**config.mk**
```make
export PLATFORM = sky130hd
export DESIGN_NAME = p2pps_recip
export DESIGN_NICKNAME = d
export VERILOG_FILES = /design/src/rtl/p2pps_pkg.sv /design/src/rtl/p2pps_recip.sv
export SDC_FILE = /design/constraint.sdc
export NUM_CORES = 1
export LEC_CHECK = 0
export BUFFER_PORTS_ARGS = -buffer_cell sky130_fd_sc_hd__buf_2
export CAP_MARGIN = 25
export CORE_AREA = 2 2 116 118
export CTS_BUF_LIST = sky130_fd_sc_hd__clkbuf_4 sky130_fd_sc_hd__clkbuf_8 sky130_fd_sc_hd__clkbuf_16
export CTS_CLUSTER_DIAMETER = 100
export CTS_CLUSTER_SIZE = 10
export DETAILED_ROUTE_END_ITERATION = 6
export DIE_AREA = 0 0 118 120
export PLACE_DENSITY = 0.7
export SYNTH_ARGS = -nofsm -noshare
export SYNTH_HDL_FRONTEND = slang
export SYNTH_SLANG_ARGS = --single-unit
```
**constraint.sdc**
```tcl
create_clock -name clk -period 5.7 [get_ports clk]
set_input_delay 0 -clock clk [delete_from_list [all_inputs] [get_ports clk]]
set_output_delay 0 -clock clk [all_outputs]
set_load 0.05 [all_outputs]
```
**src/rtl/p2pps_pkg.sv**
```systemverilog
// Shared types and constants for the point-to-point profile sampler.
package p2pps_pkg;

	localparam int SAMPLE_LIMIT = 1024;
	localparam int AXES         = 6;

	localparam int D_W        = $clog2(SAMPLE_LIMIT);
	localparam int N_W        = 11;
	localparam int VMAX_W     = 31;
	localparam int CFG_IDX_W  = 3;
	localparam int CFG_DATA_W = 31;
	localparam int AXIS_W     = 3;

	localparam int RECIP_K     = 45;
	localparam int RECIP_W     = RECIP_K + 1;
	localparam int FRAC_BITS   = 24;
	localparam int T_W         = FRAC_BITS + 1;
	localparam int RECIP_SHIFT = RECIP_K - FRAC_BITS;
	localparam int U_W         = 23;
	localparam int SR_W        = 26;
	localparam int M_W         = 47;

	localparam logic [D_W-1:0] D_RESET = D_W'(99);
	localparam logic [RECIP_W-1:0] RECIP_RESET =
		RECIP_W'((64'd1 << RECIP_K) / 64'(D_RESET) + 64'd1);

	localparam logic [T_W-1:0] FRAC_ONE  = T_W'(1) << FRAC_BITS;
	localparam logic [T_W-1:0] RAMP_EDGE = T_W'(5033165);
	localparam logic [T_W-1:0] FLAT_END  = FRAC_ONE - RAMP_EDGE;
	localparam logic [U_W-1:0] SHAPE_DIV = U_W'(5033165);
	localparam logic [SR_W-1:0] SHAPE_RECIP =
		SR_W'((64'd1 << (2 * FRAC_BITS)) / 64'd5033165);

	localparam logic [VMAX_W-1:0] MIN_SPEED = VMAX_W'(655);
	localparam logic [31:0]       MIN_DIST  = 32'd65;

	localparam logic [CFG_IDX_W-1:0] REG_SAMPLE_COUNT = 3'd0;
	localparam logic [CFG_IDX_W-1:0] REG_VMAX_FIRST   = 3'd1;
	localparam logic [CFG_IDX_W-1:0] REG_VMAX_LAST    = 3'd6;

	typedef struct packed {
		logic [AXIS_W-1:0] axis;
		logic [D_W-1:0]    point_index;
		logic signed [31:0] start_position;
		logic signed [31:0] end_position;
		logic [31:0]       start_time;
		logic [31:0]       end_time;
	} sample_t;

	typedef struct packed {
		logic signed [31:0] position;
		logic signed [31:0] velocity;
		logic [31:0]        time_ms;
	} point_t;

endpackage

```
**src/rtl/p2pps_recip.sv**
```systemverilog
// Bit-serial reciprocal of the point step: floor(2^45 / divisor) + 1.
module p2pps_recip import p2pps_pkg::*; (
	input  logic               clk,
	input  logic               arst_n,
	input  logic               start,
	input  logic [D_W-1:0]     divisor,
	output logic               busy,
	output logic [RECIP_W-1:0] recip
);

	localparam int STEP_W = $clog2(RECIP_W);
	localparam logic [STEP_W-1:0] LAST_STEP = STEP_W'(RECIP_W - 1);

	logic               busy_q;
	logic [STEP_W-1:0]  cnt_q;
	logic [D_W-1:0]     div_q;
	logic [D_W-1:0]     rem_q;
	logic [RECIP_W-1:0] quo_q;
	logic [RECIP_W-1:0] recip_q;

	logic [D_W:0]       rem_sh;
	logic               ge;
	logic [D_W-1:0]     rem_nx;
	logic [RECIP_W-1:0] quo_nx;

	// dividend is a single one at the top bit
	always_comb begin
		rem_sh = {rem_q, (cnt_q == '0)};
		ge     = rem_sh >= {1'b0, div_q};
		rem_nx = ge ? D_W'(rem_sh - {1'b0, div_q}) : rem_sh[D_W-1:0];
		quo_nx = {quo_q[RECIP_W-2:0], ge};
	end

	always_ff @(posedge clk or negedge arst_n) begin
		if (!arst_n) begin
			busy_q  <= 1'b0;
			cnt_q   <= '0;
			recip_q <= RECIP_RESET;
		end else if (start) begin
			busy_q <= 1'b1;
			cnt_q  <= '0;
		end else if (busy_q) begin
			cnt_q <= cnt_q + 1'b1;
			if (cnt_q == LAST_STEP) begin
				busy_q  <= 1'b0;
				recip_q <= quo_nx + 1'b1;
			end
		end
	end

	always_ff @(posedge clk) begin
		if (start) begin
			div_q <= divisor;
			rem_q <= '0;
		end else if (busy_q) begin
			rem_q <= rem_nx;
			quo_q <= quo_nx;
		end
	end

	assign busy  = busy_q;
	assign recip = recip_q;

endmodule

```
==> results.tsv, run 1 <==
stage	metric	value	unit
final_layout	# nets final	622	
synthesis	mapped cell area	5648	µm²
pwr	Power per Cell Area	347.7	nW/µm²
timing	Final WS setup	1.355	ns
timing	Slew @ Worst Pin	0.9080	ns
synthesis	#FFs+latches synth	118	
synthesis	post-synth top area share	0.2924	
worst_setup_path	R2R Setup Slk	1.35	ns
synthesis	Syn Inst Count	528	
worst_setup_path	CP bufs+invs	3	
worst_setup_path	worst-path cell chain	inv_1 -> ha_1 -> nand2b_1 -> or4_1 -> ha_1 -> nand2b_1 -> a211oi_1 -> o21ai_1 -> a41oi_2 -> buf_4 -> inv_1 -> ha_1 -> and4_1 -> nand4_1 -> nor3_1 -> xnor2_1 -> o21ai_0	
worst_setup_path	CP required	5.98	ns
worst_setup_path	kind of critical path	reg -> reg	
clock_network	CTS tree	yes	
synthesis	Post-synth ARST share	0.4492	
global_route	vias in the first global route	4097	
place	placed wire-length estimate	7765	µm
clock_network	CTS Buf Count	17	
synthesis	area leader, netlist	edfxtp_1	
floorplan	core area	12980	µm²
synthesis	post-synthesis sequential area ratio	0.5671	
pwr	Pleak	0.002712	µW
timing	endpoints failing setup	0	
final_layout	diodes inserted	0	
drt	Via density	5.386	
synthesis	Synthesis Warnings	0	
floorplan	Initial Util	0.4351	
status	run status	finished, final reports clean	
timing	Setup Skew	0.007985	ns
timing	fmax	230.1	MHz
global_route	gr usage total	0.1786	
global_route	grt total ovfl	0	
timing	RSZ-0062 raised after global routing	no	
global_route	initial antenna violation count	0	
drt	post-route ant nets	0	
floorplan	die area	14160	µm²
worst_setup_path	Startpoint Class	flop	
floorplan	Ports	60	
worst_setup_path	Crit path largest cell delay	0.43	ns
final_layout	area growth from synthesis to layout	20.14	%
pwr	worst vdd ir	251.9	µV
worst_setup_path	critical path fanouts, max	50	
clock_network	Post-CTS Setup Bufs	0	
drt	Avg WL per Cell	14.81	µm
final_layout	layout cells sized above 1	0.2043	
drt	WL final	11600	µm
drt	first-pass iteration count of the detailed router	4	
synthesis	Syn Area/Cell	10.70	µm²
floorplan	DIE WIDTH	118	µm
worst_setup_path	CP arrival	4.63	ns
hold_path	worst hold-check path type	in -> reg	
clock_network	clk slew on worst S/H paths	0.06	ns
timing	Tmin final	4.345	ns
clock_network	clock sink count	118	
synthesis	Yosys cell types	53	
synthesis	Synth Net Count	556	
worst_setup_path	Worst path top cell family by delay	simple AND/OR/NAND/NOR gates	
clock_network	maximum clock insertion buffer count	2	
clock_network	CTS root buf	clkbuf_16	
timing	Slew Limit Fails	0	
worst_setup_path	cell repeated most along the worst path	ha_1	
synthesis	ys flop type	edfxtp_1	
drt	Vias	4217	
global_route	largest net degree at the start of global routing	54	
drt	# DRC	0	
global_route	first-pass GRT wire length	20020	µm
synthesis	Post-synth EDFFs	55	
timing	crit share post-route	0.7624	
place	PortBufs	59	
timing	setup TNS	0	ns
clock_network	Worst-Skew Late Latency	0.42	ns
floorplan	row cnt	42	
clock_network	PostCTS Resize Cnt	0	
timing	Fin. Hold Viols	0	
timing	Slew HR	0.3946	
clock_network	Max H-tree Level	4	
flow_run	max_cap viols	0	
synthesis	Synth area leaders	edfxtp_1, dfrtp_1, dfstp_2, nand2_1, dfxtp_1	
timing	Hold Slack	0.09393	ns
worst_setup_path	Critical Path Slowest Stage Cell	dfrtp_1	
drt	DRT iter0 DRCs	243	
floorplan	Die Height	120	µm
worst_setup_path	CP endpoint kind	flop	
place	Setup WS pre-CTS	1.326	ns
place	Final GP Congestion	0.8770	
synth_stat cells (2+ instances only):
master and count:
nand2_1 60, edfxtp_1 55, nor2_1 48, o21ai_0 34, dfrtp_1 33, a31oi_1 22
clkbuf_1 21, dfstp_2 20, or4_1 20, inv_1 18, o31ai_1 17, nand3_1 16
xor2_1 16, ha_1 14, nand4_1 14, xnor2_1 13, dfxtp_1 10, and4_1 9
or3_1 9, and3_1 7, buf_2 7, a211oi_1 6, a21oi_1 5, mux2i_1 5
nand2b_1 5, o21a_1 5, and2_1 4, a311oi_1 3, nor2b_1 3, nor4_1 3
a21o_1 2, nor3b_1 2, o211ai_1 2
worst paths after layout:
check                                     startpoint               endpoint  cells after the start
worst max-delay path            cnt_q[0]$_DFFE_PN0P_  recip[42]$_DFFE_PN0P_                     17
worst min-delay path                           start   cnt_q[1]$_DFFE_PN0P_                      2
worst max register to register  cnt_q[0]$_DFFE_PN0P_  recip[42]$_DFFE_PN0P_                     17
worst min register to register  recip[1]$_DFFE_PN1P_   recip[1]$_DFFE_PN1P_                      2
max in group asynchronous                     arst_n  recip[12]$_DFFE_PN0P_                      3
min in group asynchronous                     arst_n  recip[43]$_DFFE_PN0P_                      3
cell families (layout without fill, tap and decap cells):
logic type | after synthesis | after routing | synth area share
DFF | 118 | 118 | 0.5671
AOI/OAI and AO/OA | 107 | 107 | 0.1221
buffers and inverters | 47 | 126 | 0.03279
xor gates and xnor gates | 29 | 29 | 0.04497
and+or+nand+nor | 206 | 206 | 0.1876
muxes | 6 | 6 | 0.01086
adders and majority gates | 15 | 15 | 0.03456
cell type report:
type	count	area, µm²
clock inverter	14	136.4
sequential	118	3203
clock buffer	18	432.9
timing repair buffer	76	450.4
tap	176	220.2
inverter	18	67.56
multi-input combinational	363	2275
fill	1145	6195
sequential cells by signal, indices dropped and copies added (netlist names):
name   flops
busy       1
cnt_q      6
div_q     10
quo_q     45
recip     46
rem_q     10
per-layer routing:
layer / global-route usage / up-vias / routed length [µm]
met5: 0 / - / 0
met4: 0.08358 / 0 / 274
met1: 0.2346 / 2001 / 5331
met2: 0.2725 / 113 / 5352
li1: - / 2082 / -
met3: 0.05323 / 21 / 641
stage by stage:
step           std cells  total power [µW]  area (µm²)    util
6_report             783              2359        6785  0.5227
4_1_cts              783              2381        6785  0.5227
3_3_place_gp         740              1341        6106  0.4704
5_1_grt              783              2467        6785  0.5227
2_1_floorplan        528              1270        5648       -
3_5_place_dp         740              1357        6106  0.4704
report_power, final:
group	switching [µW]	leakage [µW]	internal (µW)
clock network	371	0.000284	641
logic	208	0.00115	136
registers	50.7	0.00128	952
total	629	0.00271	1730
layout by cell type (no fill, tap or decap), types with 5 or more instances in the layout:
cell	count
clkbuf_16	17
dfstp_2	20
a21oi_1	5
o21ai_0	34
a211oi_1	6
nand3_1	16
clkinv_2	6
mux2i_1	5
ha_1	14
nand2b_1	5
dlygate4sd3_1	11
and4_1	9
o21a_1	5
buf_4	6
or3_1	9
xnor2_1	13
o31ai_1	17
nand2_1	60
xor2_1	16
buf_2	59
edfxtp_1	55
nand4_1	14
dfrtp_1	33
or4_1	20
and3_1	7
nor2_1	48
inv_1	18
a31oi_1	22
dfxtp_1	10
repair_timing:
action | 4_1_cts | 5_1_grt
setup endpoints to repair | 0 | 0
hold endpoints to repair | 43 | 0
hold buffers | 11 | 0
(Power assumes the default switching activity.)
==> inputs of run 2 (changes only) <==
--- a/config.mk
+++ b/config.mk
@@ -5,15 +5,16 @@
 export SDC_FILE = /design/constraint.sdc
 export NUM_CORES = 1
 export LEC_CHECK = 0
+export ABC_AREA = 1
 export BUFFER_PORTS_ARGS = -buffer_cell sky130_fd_sc_hd__buf_2
 export CAP_MARGIN = 25
-export CORE_AREA = 2 2 116 118
+export CORE_AREA = 2 2 120 122
 export CTS_BUF_LIST = sky130_fd_sc_hd__clkbuf_4 sky130_fd_sc_hd__clkbuf_8 sky130_fd_sc_hd__clkbuf_16
 export CTS_CLUSTER_DIAMETER = 100
 export CTS_CLUSTER_SIZE = 10
 export DETAILED_ROUTE_END_ITERATION = 6
-export DIE_AREA = 0 0 118 120
-export PLACE_DENSITY = 0.7
+export DIE_AREA = 0 0 122 124
+export PLACE_DENSITY = 0.71
 export SYNTH_ARGS = -nofsm -noshare
 export SYNTH_HDL_FRONTEND = slang
 export SYNTH_SLANG_ARGS = --single-unit
==> constraint.sdc (replaced) <==
create_clock -name clk -period 4.25 [get_ports clk]
set_input_delay 0 -clock clk [delete_from_list [all_inputs] [get_ports clk]]
set_output_delay 0 -clock clk [all_outputs]
set_load 0.05 [all_outputs]
==> results.tsv, run 2 <==
stage	metric	value	unit
drt	Avg WL per Cell	14.55	µm
synthesis	Synth area leaders	edfxtp_1, nand2_1, dfrtp_1, dfstp_2, inv_1	
status	run status	finished, final reports clean	
final_layout	max reg flops	46	
global_route	first-pass GRT wire length	23810	µm
clock_network	CTS root buf	clkbuf_16	
global_route	largest net degree at the start of global routing	59	
timing	Tmin final	3.490	ns
clock_network	maximum clock insertion buffer count	2	
clock_network	Post-CTS Setup Bufs	0	
worst_setup_path	CP arrival	3.80	ns
drt	DRT iter0 DRCs	340	
pwr	worst vdd ir	361.8	µV
floorplan	Die Height	124	µm
timing	crit share post-route	0.8212	
timing	Slew Limit Fails	0	
pwr	Pleak	0.003397	µW
clock_network	clock sink count	118	
place	Final GP Congestion	0.9174	
clock_network	Worst-Skew Late Latency	0.43	ns
place	placed wire-length estimate	10160	µm
drt	first-pass iteration count of the detailed router	5	
drt	# DRC	0	
synthesis	post-synth top area share	0.2683	
synthesis	post-synthesis sequential area ratio	0.5204	
timing	Fin. Hold Viols	0	
synthesis	Syn Inst Count	726	
worst_setup_path	Critical Path Slowest Stage Cell	dfrtp_1	
floorplan	Initial Util	0.4486	
global_route	Top Usage Layer GRT	met2	
worst_setup_path	worst-path cell chain	nor3_1 -> nand3_1 -> ha_1 -> inv_1 -> nand3_1 -> nand2_1 -> nand2_1 -> nand2_2 -> nand2_1 -> nand2_2 -> ha_1 -> nand2_2 -> nor3_4 -> nand3_4 -> nor2_4 -> nand2_4 -> nor2_4 -> nand4_1 -> nand3_1 -> nand2_1	
place	cell area after placement	6641	µm²
hold_path	worst hold-check path type	in -> async	
final_layout	diodes inserted	0	
global_route	vias in the first global route	4790	
drt	WL final	14560	µm
synthesis	Synthesis Warnings	0	
timing	RSZ-0062 raised after global routing	no	
global_route	initial antenna violation count	0	
final_layout	commonest non-fill, non-tap cell in the layout	nand2_1	
drt	Vias	4984	
pwr	Power per Cell Area	482.7	nW/µm²
final_layout	area occupied by multi-input gates	2557	µm²
timing	Slew @ Worst Pin	0.9874	ns
global_route	GR Util met3	0.04487	
synthesis	mapped cell area	6155	µm²
global_route	gr usage total	0.2074	
synthesis	cell with the most instances after synthesis	nand2_1	
floorplan	core area	13720	µm²
final_layout	filler cell count in the final layout	1295	
timing	fmax	286.5	MHz
worst_setup_path	CP endpoint kind	flop	
worst_setup_path	Crit path largest cell delay	0.43	ns
floorplan	row cnt	43	
final_layout	area growth from synthesis to layout	20.21	%
drt	Via density	4.979	
final_layout	Final Cell Area	7398	µm²
synthesis	area leader, netlist	edfxtp_1	
timing	Slew HR	0.3417	
final_layout	layout cells sized above 1	0.1803	
drt	post-route ant nets	0	
synthesis	#FFs+latches synth	118	
synthesis	ys flop type	edfxtp_1	
global_route	met1 Usage GRT	0.2899	
synthesis	Yosys cell types	40	
synthesis	Post-synth EDFFs	55	
synthesis	Synth Net Count	754	
flow_run	max_cap viols	0	
clock_network	PostCTS Resize Cnt	0	
worst_setup_path	kind of critical path	reg -> reg	
timing	Final WS setup	0.7599	ns
worst_setup_path	CP required	4.56	ns
worst_setup_path	Startpoint Class	flop	
global_route	met2 usage	0.3132	
final_layout	# nets final	836	
worst_setup_path	cell repeated most along the worst path	nand2_1	
clock_network	Max H-tree Level	4	
synthesis	Post-synth top cells	nand2_1, inv_1, nor2_1	
clock_network	CTS Buf Count	17	
timing	Setup Skew	0.01113	ns
timing	setup TNS	0	ns
floorplan	die area	15130	µm²
place	Setup WS pre-CTS	0.7683	ns
final_layout	commonest cells after routing, fill and taps aside	nand2_1, inv_1, buf_2	
floorplan	DIE WIDTH	122	µm
floorplan	Ports	60	
clock_network	CTS tree	yes	
worst_setup_path	R2R cell count	20	
place	PortBufs	59	
final_layout	Reg area	3203	µm²
global_route	grt total ovfl	0	
synthesis	Post-synth ARST share	0.4492	
worst_setup_path	critical path fanouts, max	27	
synthesis	Syn Area/Cell	8.477	µm²
timing	endpoints failing setup	0	
clock_network	clk slew on worst S/H paths	0.06	ns
[run 2: cell types whose count changed in the layout (fill, tap and decap cells not counted), moves of 10 or more]
cell     previous run  this run
o31ai_1            17         1
a21oi_1             5        16
inv_2               0        12
o21ai_1             1        12
nand3_1            16        46
nor3_1              1        17
nand2_1            60       239
nor2_1             48        58
inv_1              18        80
a31oi_1            22         2
or4_1              20         0
[run 2: cells by family (layout without fill, tap and decap cells)]
| kind of cell | count (synthesis) | after routing | share of synthesized area |
|---|---|---|---|
| adders and majority gates | 15 | 15 | 0.03171 |
| xor gates and xnor gates | 27 | 27 | 0.03842 |
| DFF | 118 | 118 | 0.5204 |
| and+or+nand+nor | 403 | 403 | 0.2940 |
| AOI/OAI and AO/OA | 60 | 60 | 0.05143 |
| buffers and inverters | 103 | 198 | 0.06404 |
[run 2: final timing paths]
kind	startpoint	endpoint	slack, ns
min in group clk	divisor[2]	div_q[2]$_DFFE_PP_	0.28
worst max-delay path	cnt_q[3]$_DFFE_PN0P_	recip[34]$_DFFE_PN0P_	0.76
worst min register to register	recip[20]$_DFFE_PN1P_	recip[20]$_DFFE_PN1P_	0.46
worst min-delay path	arst_n	recip[27]$_DFFE_PN1P_	0.20
max in group asynchronous	arst_n	recip[30]$_DFFE_PN0P_	3.31
worst max register to register	cnt_q[3]$_DFFE_PN0P_	recip[34]$_DFFE_PN0P_	0.76
[run 2: stage by stage]
| stage | cells | utilization | hold WS [ns] | total power (µW) |
|---|---|---|---|---|
| global route | 1001 | 0.5393 | 0.2429 | 3745 |
| detailed placement | 956 | 0.4841 | -0.09012 | 2055 |
| floorplan | 726 | - | -0.2956 | 1911 |
| finish | 1001 | 0.5393 | 0.2004 | 3571 |
| CTS | 1001 | 0.5393 | 0.1934 | 3597 |
| global placement | 956 | 0.4841 | -0.08844 | 2044 |
[run 2: layer usage]
metal	wire [µm]	vias to the layer above
li1	-	2520
met1	7024	2306
met2	6484	133
met3	773	25
met4	280	0
met5	0	-
[run 2: cell type report]
| type | instances | share of cell area |
|---|---|---|
| clock buffer | 24 | 0.06883 |
| clock inverter | 8 | 0.01590 |
| inverter | 92 | 0.04668 |
| tap | 180 | 0.03044 |
| sequential | 118 | 0.4329 |
| multi-input combinational | 505 | 0.3457 |
| timing repair buffer | 74 | 0.05953 |
[run 2: critical path: cells and delay by family, from the launching register on]
family | cells | cell delay, ns
adder cells (fa/ha/maj) | 2 | 0.55
buffers and inverters | 1 | 0.06
AND/OR/NAND/NOR | 17 | 2.33
flip-flops | 1 | 0.43
[run 2: timing repair]
item | 4_1_cts | 5_1_grt
endpoints found under the setup margin | 0 | 0
endpoints found under the hold margin | 61 | 0
hold buffers | 13 | 0
[run 2: where the power goes]
| part | internal (µW) | switching [µW] | total (µW) | leakage (µW) |
|---|---|---|---|---|
| clock | 1010 | 511 | 1520 | 0.000318 |
| sequential | 1300 | 76.2 | 1380 | 0.00127 |
| combinational | 241 | 430 | 671 | 0.00181 |
| total | 2550 | 1020 | 3570 | 0.00340 |
==> inputs of run 3 (changes only) <==
--- a/config.mk
+++ b/config.mk
@@ -14,7 +14,7 @@
 export CTS_CLUSTER_SIZE = 10
 export DETAILED_ROUTE_END_ITERATION = 6
 export DIE_AREA = 0 0 122 124
-export PLACE_DENSITY = 0.71
+export PLACE_DENSITY = 0.73
 export SYNTH_ARGS = -nofsm -noshare
 export SYNTH_HDL_FRONTEND = slang
 export SYNTH_SLANG_ARGS = --single-unit
==> constraint.sdc (replaced) <==
create_clock -name clk -period 3.1 [get_ports clk]
set_input_delay 0 -clock clk [delete_from_list [all_inputs] [get_ports clk]]
set_output_delay 0 -clock clk [all_outputs]
set_load 0.05 [all_outputs]
==> results.tsv, run 3 (synthesis gave the netlist of run 2 again) <==
stage	metric	value	unit
status	run status	finished, final reports clean	
timing	Setup Skew	0.01007	ns
pwr	part of the power in the clock network	0.431	
worst_setup_path	CP required	3.46	ns
final_layout	max reg flops	46	
worst_setup_path	R2R cell count	19	
timing	Slew HR	0.3669	
clock_network	CTS root buf	clkbuf_16	
timing	Slew Limit Fails	0	
final_layout	commonest cells after routing, fill and taps aside	nand2_1, inv_1, buf_2	
global_route	largest net degree at the start of global routing	59	
worst_setup_path	critical path fanouts, max	5	
pwr	Reg power frac	0.369	
place	Final GP Congestion	0.9081	
global_route	first-pass GRT wire length	23790	µm
timing	crit share post-route	0.9456	
clock_network	Worst-Skew Late Latency	0.43	ns
drt	post-route ant nets	0	
clock_network	clk slew on worst S/H paths	0.06	ns
floorplan	Ports	60	
timing	Slew @ Worst Pin	0.9483	ns
floorplan	row cnt	43	
global_route	initial antenna violation count	0	
floorplan	die area	15130	µm²
floorplan	Die Height	124	µm
final_layout	# nets final	849	
worst_setup_path	Startpoint Class	flop	
clock_network	maximum clock insertion buffer count	2	
worst_setup_path	CP endpoint kind	flop	
clock_network	Max H-tree Level	4	
pwr	Logic pwr share	0.201	
flow_run	max_cap viols	0	
final_layout	layout cells sized above 1	0.2038	
pwr	Tot Pwr	5145	µW
floorplan	Initial Util	0.4486	
drt	Via density	4.997	
pwr	Power per Cell Area	675.4	nW/µm²
clock_network	clock sink count	118	
drt	DRT iter0 DRCs	366	
drt	WL final	14730	µm
drt	# DRC	0	
timing	endpoints failing setup	0	
pwr	Pleak	0.003498	µW
place	placed wire-length estimate	10410	µm
clock_network	CTS Buf Count	17	
floorplan	DIE WIDTH	122	µm
final_layout	area growth from synthesis to layout	23.77	%
drt	first-pass iteration count of the detailed router	4	
floorplan	core area	13720	µm²
final_layout	filler cell count in the final layout	1234	
timing	Fin. Hold Viols	0	
drt	Vias	5067	
global_route	vias in the first global route	4806	
final_layout	diodes inserted	0	
pwr	P_sw	1429	µW
pwr	switching share of power	0.2778	
global_route	gr usage total	0.2086	
final_layout	commonest non-fill, non-tap cell in the layout	nand2_1	
pwr	worst vdd ir	598.1	µV
worst_setup_path	kind of critical path	reg -> reg	
hold_path	worst hold-check path type	in -> async	
place	PortBufs	59	
final_layout	fin util	0.5552	
timing	fmax	341.1	MHz
global_route	grt total ovfl	0	
drt	Avg WL per Cell	14.52	µm
timing	Tmin final	2.931	ns
worst_setup_path	CP arrival	3.29	ns
clock_network	CTS tree	yes	
pwr	Internal	3716	µW
==> run 3: cell count changes in the layout (fill, tap and decap cells not counted), moves of 2 or more <==
cell	change
clkbuf_16	+3
clkinv_2	-2
inv_2	+2
inv_4	-2
ha_4	+2
buf_4	+13
ha_1	-2
nand2_2	+2
nand2_1	-2
inv_1	-2
==> run 3: worst max-delay path, stage by stage, from the launching register on <==
cell and delay (ns):
dfrtp_2 0.43, nor3_2 0.22, nand3_2 0.15, ha_4 0.29, nand2_1 0.05, nor2_1 0.10, nand3_1 0.09, nand2_2 0.10
inv_2 0.03, nand2_2 0.09, ha_4 0.15, nand2_2 0.08, nor3_4 0.24, nand3_4 0.13, nor2_4 0.16, nand2_4 0.08
nor2_4 0.19, xor2_1 0.17, nand2_1 0.06, nand2_1 0.07
==> run 3: final cells by class <==
type	instances	area [µm²]	share of cell area
clock inverter	5	98.84	0.01298
inverter	92	345.3	0.04534
sequential	118	3204	0.4207
timing repair buffer	87	555.5	0.07293
clock buffer	27	590.6	0.07753
tap	180	225.2	0.02957
multi-input combinational	505	2597	0.3410
==> run 3: power by group through the flow <==
stage,clock network (µW),logic (µW),registers (µW)
6_report,2220,1030,1900
5_1_grt,2310,1160,1920
4_1_cts,2250,969,1890
3_5_place_dp,0,941,1920
3_3_place_gp,0,919,1910
2_1_floorplan,0,702,1920
==> run 3: timing repair <==
| item | in CTS | in global routing |
|---|---|---|
| hold endpoints to repair | 56 | 0 |
| buffers inserted | 0 | 8 |
| resized for setup | 0 | 11 |
| hold buffers | 12 | 0 |
| setup endpoints to repair | 0 | 13 |
==> run 3: path summary, 6_finish.rpt <==
path                                        from                     to  slack [ns]
max in group asynchronous                 arst_n   recip[6]$_DFFE_PN1P_        2.23
max reg2reg                 cnt_q[3]$_DFFE_PN0P_  recip[26]$_DFFE_PN1P_        0.17
min in group clk                      divisor[5]     div_q[5]$_DFFE_PP_        0.28
min                                       arst_n  recip[41]$_DFFE_PN0P_        0.11
max                         cnt_q[3]$_DFFE_PN0P_  recip[26]$_DFFE_PN1P_        0.17
min reg2reg                recip[24]$_DFFE_PN1P_  recip[24]$_DFFE_PN1P_        0.47
==> run 3: per-stage QoR <==
| stage | std cells | cell area, µm² | setup TNS, ns | worst slack, ns | hold WS (ns) |
|---|---|---|---|---|---|
| 2_1_floorplan | 726 | 6155 | 0 | 0.09736 | -0.2956 |
| 3_3_place_gp | 961 | 6679 | 0 | 0.1760 | 0.1761 |
| 3_5_place_dp | 962 | 6706 | 0 | 0.1084 | 0.03752 |
| 4_1_cts | 1006 | 7516 | 0 | 0.05038 | 0.1139 |
| 5_1_grt | 1014 | 7617 | -0.1762 | -0.06036 | 0.1679 |
| 6_report | 1014 | 7617 | 0 | 0.1685 | 0.1051 |
==> run 3: routing by layer <==
layer,vias to the layer above,GRT usage,wire [µm]
li1,2543,-,-
met3,22,0.04945,817
met2,155,0.3240,6609
met5,-,0,0
met4,0,0.07184,239
met1,2347,0.2879,7063
